`config.mk`:
```
export PLATFORM = sky130hd
export DESIGN_NAME = mpk_cell
export DESIGN_NICKNAME = d
export VERILOG_FILES = /design/src/rtl/mpk_pkg.sv /design/src/rtl/mpk_cell.sv
export SDC_FILE = /design/constraint.sdc
export NUM_CORES = 1
export LEC_CHECK = 0
export BUFFER_PORTS_ARGS = -buffer_cell sky130_fd_sc_hd__buf_2
export CAP_MARGIN = 30
export CORE_ASPECT_RATIO = 1.25
export CORE_MARGIN = 2
export CORE_UTILIZATION = 45
export CTS_BUF_LIST = sky130_fd_sc_hd__clkbuf_2 sky130_fd_sc_hd__clkbuf_4 sky130_fd_sc_hd__clkbuf_8
export CTS_CLUSTER_DIAMETER = 150
export DETAILED_ROUTE_END_ITERATION = 12
export PLACE_DENSITY = 0.67
export SETUP_SLACK_MARGIN = 0.3
export SKIP_LAST_GASP = 1
export SLEW_MARGIN = 20
export SYNTH_ARGS = -nofsm -noshare
export SYNTH_HDL_FRONTEND = slang
export SYNTH_SLANG_ARGS = --single-unit
```
`constraint.sdc`:
```
create_clock -name clk -period 15.88 [get_ports clk]
set_input_delay 4.764 -clock clk [delete_from_list [all_inputs] [get_ports clk]]
set_output_delay 4.764 -clock clk [all_outputs]
set_load 0.1 [all_outputs]
```
`src/rtl/mpk_pkg.sv`:
```
// Shared types and constants for the k-transaction profit engine.
// No dependencies; every other file imports this package.
`default_nettype none

package mpk_pkg;

  // Widths fixed by the price and result formats.
  localparam int PRICE_W  = 16;
  localparam int PROFIT_W = 20;
  localparam int LIM_W    = 5;

  // Reset value of the transaction limit register.
  localparam logic [LIM_W-1:0] LIM_RESET = LIM_W'(2);

  // Largest value the result field can carry; larger profits saturate here.
  localparam logic [PROFIT_W-1:0] PROFIT_MAX = '1;

  // Control bits that travel with each price through the chain of cells.
  typedef struct packed {
    logic valid;
    logic last;
  } cell_ctl_t;

endpackage : mpk_pkg

`default_nettype wire

```
`src/rtl/mpk_cell.sv`:
```
// One transaction level of the profit chain: holds best-holding and best-sold
// for its level and forwards the price and its new best-sold to the next level.
// Depends on mpk_pkg.
`default_nettype none

module mpk_cell #(
  parameter int LEVEL  = 1,
  parameter int SOLD_W = 20,
  parameter int IDX_W  = 5
) (
  input  wire                          clk,
  input  wire                          rst_n,
  input  wire                          en,
  input  mpk_pkg::cell_ctl_t           in_ctl,
  input  wire [mpk_pkg::PRICE_W-1:0]   in_price,
  input  wire [IDX_W-1:0]              in_lim,
  input  wire [mpk_pkg::PROFIT_W-1:0]  in_result,
  input  wire [SOLD_W-1:0]             in_sold,
  output mpk_pkg::cell_ctl_t           out_ctl,
  output logic [mpk_pkg::PRICE_W-1:0]  out_price,
  output logic [IDX_W-1:0]             out_lim,
  output logic [mpk_pkg::PROFIT_W-1:0] out_result,
  output logic [SOLD_W-1:0]            out_sold
);
  import mpk_pkg::*;

  localparam int HOLD_W = SOLD_W + 1;
  localparam int ARITH_W = SOLD_W + 2;
  localparam int CMP_W = (SOLD_W > PROFIT_W) ? SOLD_W : PROFIT_W;
  // Most negative holding value: below any reachable holding, so it acts as
  // "nothing bought yet at this level".
  localparam logic [HOLD_W-1:0] HOLD_RESET = {1'b1, {SOLD_W{1'b0}}};

  logic signed [HOLD_W-1:0]  hold_r, hold_nxt;
  logic        [SOLD_W-1:0]  sold_r, sold_nxt;
  cell_ctl_t                 ctl_r;
  logic [PRICE_W-1:0]        price_r;
  logic [IDX_W-1:0]          lim_r;
  logic [PROFIT_W-1:0]       result_r, result_nxt;
  logic [SOLD_W-1:0]         fwd_sold_r;

  logic signed [ARITH_W-1:0] price_a;
  logic signed [ARITH_W-1:0] buy_cand;
  logic signed [ARITH_W-1:0] hold_a;
  logic signed [ARITH_W-1:0] hold_new_a;
  logic signed [ARITH_W-1:0] sell_cand;
  logic signed [ARITH_W-1:0] sold_a;
  logic signed [ARITH_W-1:0] sold_new_a;
  logic [SOLD_W-1:0]         sold_new;
  logic [CMP_W-1:0]          sold_cmp;
  logic [PROFIT_W-1:0]       sold_sat;

  // Buy against the level below, then sell against the updated holding.
  always_comb begin
    price_a    = $signed({{(ARITH_W-PRICE_W){1'b0}}, in_price});
    buy_cand   = $signed({2'b00, in_sold}) - price_a;
    hold_a     = $signed({hold_r[HOLD_W-1], hold_r});
    hold_new_a = (buy_cand > hold_a) ? buy_cand : hold_a;
    sell_cand  = hold_new_a + price_a;
    sold_a     = $signed({2'b00, sold_r});
    sold_new_a = (sell_cand > sold_a) ? sell_cand : sold_a;
    sold_new   = sold_new_a[SOLD_W-1:0];
  end

  // Saturate this level's profit to the result range.
  always_comb begin
    sold_cmp = CMP_W'(sold_new);
    if (sold_cmp > CMP_W'(PROFIT_MAX)) begin
      sold_sat = PROFIT_MAX;
    end else begin
      sold_sat = PROFIT_W'(sold_cmp);
    end
  end

  // Level state: update on a valid price, clear after the series ends.
  always_comb begin
    hold_nxt   = hold_r;
    sold_nxt   = sold_r;
    result_nxt = in_result;
    if (in_ctl.valid) begin
      if (in_ctl.last) begin
        hold_nxt = HOLD_RESET;
        sold_nxt = '0;
        if (in_lim == IDX_W'(LEVEL)) begin
          result_nxt = sold_sat;
        end
      end else begin
        hold_nxt = hold_new_a[HOLD_W-1:0];
        sold_nxt = sold_new;
      end
    end
  end

  always_ff @(posedge clk) begin
    if (!rst_n) begin
      hold_r <= HOLD_RESET;
      sold_r <= '0;
      ctl_r  <= '0;
    end else if (en) begin
      hold_r <= hold_nxt;
      sold_r <= sold_nxt;
      ctl_r  <= in_ctl;
    end
  end

  // Forwarded payload for the next level.
  always_ff @(posedge clk) begin
    if (en) begin
      price_r    <= in_price;
      lim_r      <= in_lim;
      result_r   <= result_nxt;
      fwd_sold_r <= sold_new;
    end
  end

  assign out_ctl    = ctl_r;
  assign out_price  = price_r;
  assign out_lim    = lim_r;
  assign out_result = result_r;
  assign out_sold   = fwd_sold_r;

endmodule : mpk_cell

`default_nettype wire

```
## Word level (Yosys, flattened, before mapping)

Index checks and enable logic that the tools add are counted.

| cells by class | value |
|---|---|
| add/sub/neg operators | 2 |
| $mul | 0 |
| div/mod/pow operators | 0 |
| magnitude comparators | 3 |
| equal/unequal tests | 1 |
| shift operators | 0 |
| multiplexer cells | 8 |
| bitwise operators | 0 |
| reduce and logical (&&, ||, !) cells | 1 |

Operators by type and width:

| cell | count |
|---|---|
| 2-to-1 mux 20 bit | 6 |
| adder 22 x 17 -> 22 bit | 1 |
| greater-than comparator 22 x 21 -> 1 bit | 1 |
| 2-to-1 mux 22 bit | 1 |
| greater-than comparator 21 bit | 1 |
| 2-to-1 mux 21 bit | 1 |
| subtractor 20 x 16 -> 21 bit | 1 |
| greater-than comparator 20 bit (second input constant) | 1 |
| == test 5 x 1 -> 1 bit (second input constant) | 1 |
| AND reduction 2 bit | 1 |

| storage, ports and cells | value |
|---|---|
| register bits after elaboration | 104 |
| latch bits | 0 |
| bits in writable memories | 0 |
| bits in read-only memories | 0 |
| output and inout port bits | 63 |
| memories kept | 0 |

## Depth between registers and ports, before layout

| logic depth | value |
|---|---|
| depth after elaboration | 11 |
| gate-level depth with buffers | 43 |
| gate-level depth less buffers | 39 |

## Worst setup path before layout

No wires, ideal clock.

| timing | value |
|---|---|
| path kind | input to register |
| start | in in_sold[0] |
| end | reg result_r[11], in the netlist out_result[11], data pin |
| arrival | 12,545 ps |
| data required time | 15,620 ps |
| path slack | 3,075 ps |
| stages on the path | 41 |
| path through | inv_1 ha_1 fa_1 nor2b_1 o31a_1 o21ai_2 o31a_1 o21bai_1 a21oi_1 xnor2_1 ha_1 and3_1 nand4_2 a211oi_1 a211oi_1 a31oi_1 buf_2 clkbuf_1 [... 5 more ...] a31o_2 and3_1 o31ai_1 o2bb2ai_1 o21bai_1 xor2_1 inv_1 ha_1 a211oi_1 nand2_1 a2111oi_0 nor2_1 o21ai_0 a32o_1 buf_6 buf_2 mux2_2 mux2_2 |

| between the ends | value |
|---|---|
| cells in the longest elaborated chain, start to end | 11 |

RTL lines:

| element | RTL line | text |
|---|---|---|
| from (decl) | mpk_cell.sv:18 | `input wire [SOLD_W-1:0] in_sold,` |
| subtractor 20 x 16 -> 21 bit * | mpk_cell.sv:56 | `buy_cand = $signed({2'b00, in_sold}) - price_a;` |
| greater-than comparator 21 bit | mpk_cell.sv:58 | `hold_new_a = (buy_cand > hold_a) ? buy_cand : hold_a;` |
| 2-to-1 mux 22 bit * | mpk_cell.sv:58 |  |
| adder 22 x 17 -> 22 bit * | mpk_cell.sv:59 | `sell_cand = hold_new_a + price_a;` |
| greater-than comparator 22 x 21 -> 1 bit | mpk_cell.sv:61 | `sold_new_a = (sell_cand > sold_a) ? sell_cand : sold_a;` |
| 2-to-1 mux 20 bit * | mpk_cell.sv:61 |  |
| via sold_new_a[11] | mpk_cell.sv:48 | `logic signed [ARITH_W-1:0] sold_new_a;` |
| greater-than comparator 20 bit | mpk_cell.sv:68 | `if (sold_cmp > CMP_W'(PROFIT_MAX)) begin` |
| 2-to-1 mux 20 bit * | mpk_cell.sv:68 |  |
| 2-to-1 mux 20 bit * | mpk_cell.sv:84 | `if (in_lim == IDX_W'(LEVEL)) begin` |
| 2-to-1 mux 20 bit * | mpk_cell.sv:81 | `if (in_ctl.last) begin` |
| 2-to-1 mux 20 bit * | mpk_cell.sv:80 | `if (in_ctl.valid) begin` |
| via result_nxt[11] | mpk_cell.sv:39 | `logic [PROFIT_W-1:0] result_r, result_nxt;` |
| to (signal assigned) | mpk_cell.sv:111 | `result_r <= result_nxt;` |
| to (decl) | mpk_cell.sv:39 |  |

Mark *: on every way through the listed nets, which the timed path passes. The rest lies on a longest branch.
A chain may end at the register's enable or synchronous reset.

## Final worst setup path

| timing | value |
|---|---|
| start | in in_price[0] (netlist name) |
| end | reg result_r[15], in the netlist out_result[15], data pin |

| between the ends | value |
|---|---|
| cells in the longest elaborated chain, start to end | 11 |

RTL lines:

| element | RTL line | text |
|---|---|---|
| from (decl) | mpk_cell.sv:15 | `input wire [mpk_pkg::PRICE_W-1:0] in_price,` |
| subtractor 20 x 16 -> 21 bit | mpk_cell.sv:56 |  |
| greater-than comparator 21 bit | mpk_cell.sv:58 |  |
| 2-to-1 mux 22 bit | mpk_cell.sv:58 |  |
| adder 22 x 17 -> 22 bit * | mpk_cell.sv:59 |  |
| greater-than comparator 22 x 21 -> 1 bit | mpk_cell.sv:61 |  |
| 2-to-1 mux 20 bit * | mpk_cell.sv:61 |  |
| via sold_new_a[15] | mpk_cell.sv:48 |  |
| greater-than comparator 20 bit | mpk_cell.sv:68 |  |
| 2-to-1 mux 20 bit * | mpk_cell.sv:68 |  |
| 2-to-1 mux 20 bit * | mpk_cell.sv:84 |  |
| 2-to-1 mux 20 bit * | mpk_cell.sv:81 |  |
| 2-to-1 mux 20 bit * | mpk_cell.sv:80 |  |
| via result_nxt[15] | mpk_cell.sv:39 |  |

Marked as above.

==> report_table.html <==
<table>
<tr><th>Metric</th><th>Value</th></tr>
<tr><th colspan="2">Status</th></tr>
<tr><td>Status</td><td>finished clean</td></tr>
<tr><th colspan="2">Cells and area</th></tr>
<tr><td>Number of nets in the layout</td><td>1030</td></tr>
<tr><td>Share of post-route cells with drive strength above 1</td><td>0.2354</td></tr>
<tr><td>Top library cells by usage in the layout, fill and taps aside</td><td>buf_2 (128), ha_1 (75), inv_1 (72)</td></tr>
<tr><td>Post-route standard cell area excluding fillers</td><td>~8400 um^2</td></tr>
<tr><td>Number of cells in the finished layout apart from fillers</td><td>1108</td></tr>
<tr><td># diodes</td><td>0</td></tr>
<tr><td>Signed area change from the synthesized netlist to the final layout</td><td>14.70%</td></tr>
<tr><td>Most common cell after layout, fill and taps aside</td><td>buf_2</td></tr>
<tr><th colspan="2">Clock network</th></tr>
<tr><td>TritonCTS buffer count</td><td>9</td></tr>
<tr><td>TritonCTS clock tree</td><td>done</td></tr>
<tr><td>Post-CTS sizing</td><td>0</td></tr>
<tr><td>Hold-fix buffers at CTS</td><td>0</td></tr>
<tr><td>Clock net sink count</td><td>104</td></tr>
<tr><td>CTS H-tree depth</td><td>3</td></tr>
<tr><td>Worst-path clk slew</td><td>about 0.1 ns</td></tr>
<tr><td>Post-CTS Setup Inserts</td><td>0</td></tr>
<tr><td>Worst-case clock buffer depth</td><td>2</td></tr>
<tr><td>Clock latency reported for the late side of the worst-skew pair</td><td>between 0.3 and 0.4 ns</td></tr>
<tr><td>Clock tree root buffer cell</td><td>clkbuf_8</td></tr>
<tr><th colspan="2">Drt</th></tr>
<tr><td>WL per Instance</td><td>~16 um</td></tr>
<tr><td>Post-route ant nets</td><td>0</td></tr>
<tr><td>Total iterations of the first detailed-routing run</td><td>5</td></tr>
<tr><td>Violation count after the first detailed-route iteration</td><td>407</td></tr>
<tr><td>Overall routed net length</td><td>~18 mm</td></tr>
<tr><td>Number of vias per cell after detailed routing</td><td>5.459</td></tr>
<tr><td>Via Count</td><td>between 6000 and 7000</td></tr>
<tr><td>Post-route DRC</td><td>0</td></tr>
<tr><th colspan="2">Global route</th></tr>
<tr><td>Antenna violations before repair</td><td>0</td></tr>
<tr><td>Via count of the first global-routing pass</td><td>5918</td></tr>
<tr><td>Wire length of the first global-routing pass</td><td>28.95 mm</td></tr>
<tr><td>Remaining global-route overflow</td><td>0</td></tr>
<tr><td>Total Routing Usage GR</td><td>0.2066</td></tr>
<tr><td>Largest net degree at the start of global routing</td><td>59</td></tr>
<tr><th colspan="2">Placement</th></tr>
<tr><td>Routability cong.</td><td>around 0.90</td></tr>
<tr><td>Placed cell count</td><td>1091</td></tr>
<tr><td>Total cell area at the placement stage</td><td>8164 um^2</td></tr>
<tr><td>DP HPWL</td><td>13.35 mm</td></tr>
<tr><td>Port Buf Inserts</td><td>128</td></tr>
<tr><th colspan="2">Floorplanning</th></tr>
<tr><td>Row Count</td><td>52</td></tr>
<tr><td>Die H</td><td>146.4 um</td></tr>
<tr><td>Boundary Pins</td><td>129</td></tr>
<tr><td>Area of the die</td><td>17260 um^2</td></tr>
<tr><td>Effective utilization at floorplan</td><td>0.4543</td></tr>
<tr><td>Total core area</td><td>16070 um^2</td></tr>
<tr><td>Die Width</td><td>117.9 um</td></tr>
<tr><th colspan="2">Yosys</th></tr>
<tr><td>Warnings, synthesis</td><td>0</td></tr>
<tr><td>Top FF cell, synth</td><td>edfxtp_1</td></tr>
<tr><td>Cell Area, Synth</td><td>7301 um^2</td></tr>
<tr><td>Biggest area consumer among synthesized cells</td><td>edfxtp_1</td></tr>
<tr><td>Area share of the leading cell type in the synthesized netlist</td><td>0.2509</td></tr>
<tr><td>Synthesized instance count</td><td>between 700 and 800</td></tr>
<tr><td>EDFF count, synth</td><td>61</td></tr>
<tr><td>Async S/R FF share, synth</td><td>0</td></tr>
<tr><td>Synthesized netlist net count</td><td>a little over 900</td></tr>
<tr><td>Average size of a mapped cell</td><td>9.506 um^2</td></tr>
<tr><td>Sequential fraction of the synthesis area</td><td>0.3688</td></tr>
<tr><td>#FFs+latches synth</td><td>104</td></tr>
<tr><td>Number of distinct standard cells referenced by the synthesized netlist</td><td>between 60 and 70</td></tr>
<tr><td>Area contributors post-synth</td><td>edfxtp_1 (25%), ha_1 (13%), dfxtp_1 (12%), mux2_2 (5.9%), inv_1 (3.7%)</td></tr>
<tr><th colspan="2">STA</th></tr>
<tr><td>Tcrit/Tclk final</td><td>0.8757</td></tr>
<tr><td>Final hold violations</td><td>0</td></tr>
<tr><td>Worst-case clock skew</td><td>0.01967 ns</td></tr>
<tr><td>Final critical path time including I/O delays and setup</td><td>approximately 14 ns</td></tr>
<tr><td>Worst max-slew margin expressed relative to the limit</td><td>0.4253</td></tr>
<tr><td>Number of setup violations in the final report</td><td>0</td></tr>
<tr><td>RSZ-0062 raised after global routing</td><td>false</td></tr>
<tr><td>Transition time at the pin with the least slew margin</td><td>0.8594 ns</td></tr>
<tr><td>Setup tns final</td><td>0 ns</td></tr>
<tr><td>Fmax</td><td>between 70 and 80 MHz</td></tr>
<tr><td>Final count of pins violating max slew</td><td>0</td></tr>
<tr><th colspan="2">Setup path</th></tr>
<tr><td>Category of the worst setup path launch point</td><td>input pin</td></tr>
<tr><td>Largest fanout on the critical path</td><td>24</td></tr>
<tr><td>Max stage delay on crit path</td><td>0.73 ns</td></tr>
<tr><td>Combined buffer and inverter count along the critical path</td><td>4</td></tr>
<tr><td>Arrival time worst endpoint</td><td>~14 ns</td></tr>
<tr><td>Critical path's top delay family</td><td>compound AO/OA/AOI/OAI gates</td></tr>
<tr><td>Data required, critical path</td><td>16.01 ns</td></tr>
<tr><td>Type of the setup path with the least slack</td><td>in2reg</td></tr>
<tr><td>Capturing element type of the critical path</td><td>flop</td></tr>
<tr><td>Highest-delay cell along the critical path</td><td>a31oi_2</td></tr>
<tr><th colspan="2">Hold path</th></tr>
<tr><td>Class of the tightest hold or removal check</td><td>reg2reg</td></tr>
<tr><th colspan="2">Pwr</th></tr>
<tr><td>Total power divided by cell area</td><td>between 100 and 150 nW/um^2</td></tr>
<tr><td>Total power after layout</td><td>approximately 0.0012 W</td></tr>
<tr><td>Peak ir drop on the vdd network</td><td>0.00005063 V</td></tr>
<tr><td>Leakage power figure</td><td>3.405 nW</td></tr>
<tr><th colspan="2">Job</th></tr>
<tr><td>Max cap viols</td><td>0</td></tr>
</table>
==> path summary, 6_finish.rpt <==
check	startpoint	to	slack, ns	depth (start not counted)
max	in_price[0]	out_result[15]	1.97	36
min	sold_r[1]	sold_r[1]	0.47	2
max reg2reg	hold_r[20]	out_result[15]	7.88	28
min reg2reg	sold_r[1]	sold_r[1]	0.47	2
==> stage by stage <==
step	util	setup WS, ns	hold WS (ns)
2_1_floorplan	-	3.075	0.4461
3_3_place_gp	0.5080	1.839	0.4605
3_5_place_dp	0.5080	1.613	0.4598
4_1_cts	0.5199	2.016	0.4742
5_1_grt	0.5211	1.174	0.5221
6_report	0.5211	1.974	0.4741
==> area by class of cell <==
type | instances | area (um^2)
Clock buffer | 10 | 137.6
Clock inverter | 6 | 52.55
Fill cell | 1529 | 7696
Inverter | 72 | 270.3
Multi-Input combinational cell | 562 | 4223
Sequential cell | 104 | 2693
Tap cell | 216 | 270.3
Timing Repair Buffer | 138 | 728.2
==> metal layers <==
metal / up-vias / routed length, um / track usage
met2: 162 / 8763 / 0.3767
met1: 2809 / 7774 / 0.2560
met5: - / 0 / 0
met3: 17 / 682 / 0.01875
met4: 0 / 282 / 0.06747
li1: 3061 / - / -
==> worst min-delay path, stage by stage, from the launching register on <==
cell	delay (ns)
dfxtp_1	0.32
nand2_1	0.05
a31oi_1	0.06
==> cells in the mapped netlist, types with 24 or more instances <==
| library cell | n |
|---|---|
| nand3_1 | 28 |
| edfxtp_1 | 61 |
| ha_1 | 75 |
| o21ai_0 | 33 |
| nand2_1 | 62 |
| a21oi_1 | 34 |
| nor2b_1 | 24 |
| mux2_2 | 38 |
| o211ai_1 | 25 |
| inv_1 | 72 |
| nor2_1 | 36 |
| dfxtp_1 | 43 |
==> state kept, by name, summed over array words and instances (netlist names) <==
register,cells
hold_r,21
out_price,16
out_result,20
sold_r,20
out_ctl,2
out_lim,5
out_sold,20
==> logic make-up (layout without fill, tap and decap cells) <==
logic type | count (synthesis) | count (layout) | synth area share
and+or+nand+nor | 226 | 226 | 0.1649
AOI/OAI and AO/OA | 183 | 183 | 0.1705
DFF | 104 | 104 | 0.3688
buffers and inverters | 102 | 226 | 0.05518
adders and majority gates | 77 | 77 | 0.1340
muxes | 44 | 44 | 0.06718
xor gates and xnor gates | 32 | 32 | 0.03942
==> where the power goes <==
group / internal [W] / leakage [nW] / switching (W)
combinational: 0.000197 / 2.35 / 0.000458
sequential: 0.000332 / 0.955 / 0.0000122
clock: 0.0000639 / 0.0963 / 0.000101
No activity file was read; power rests on OpenSTA's default activity.
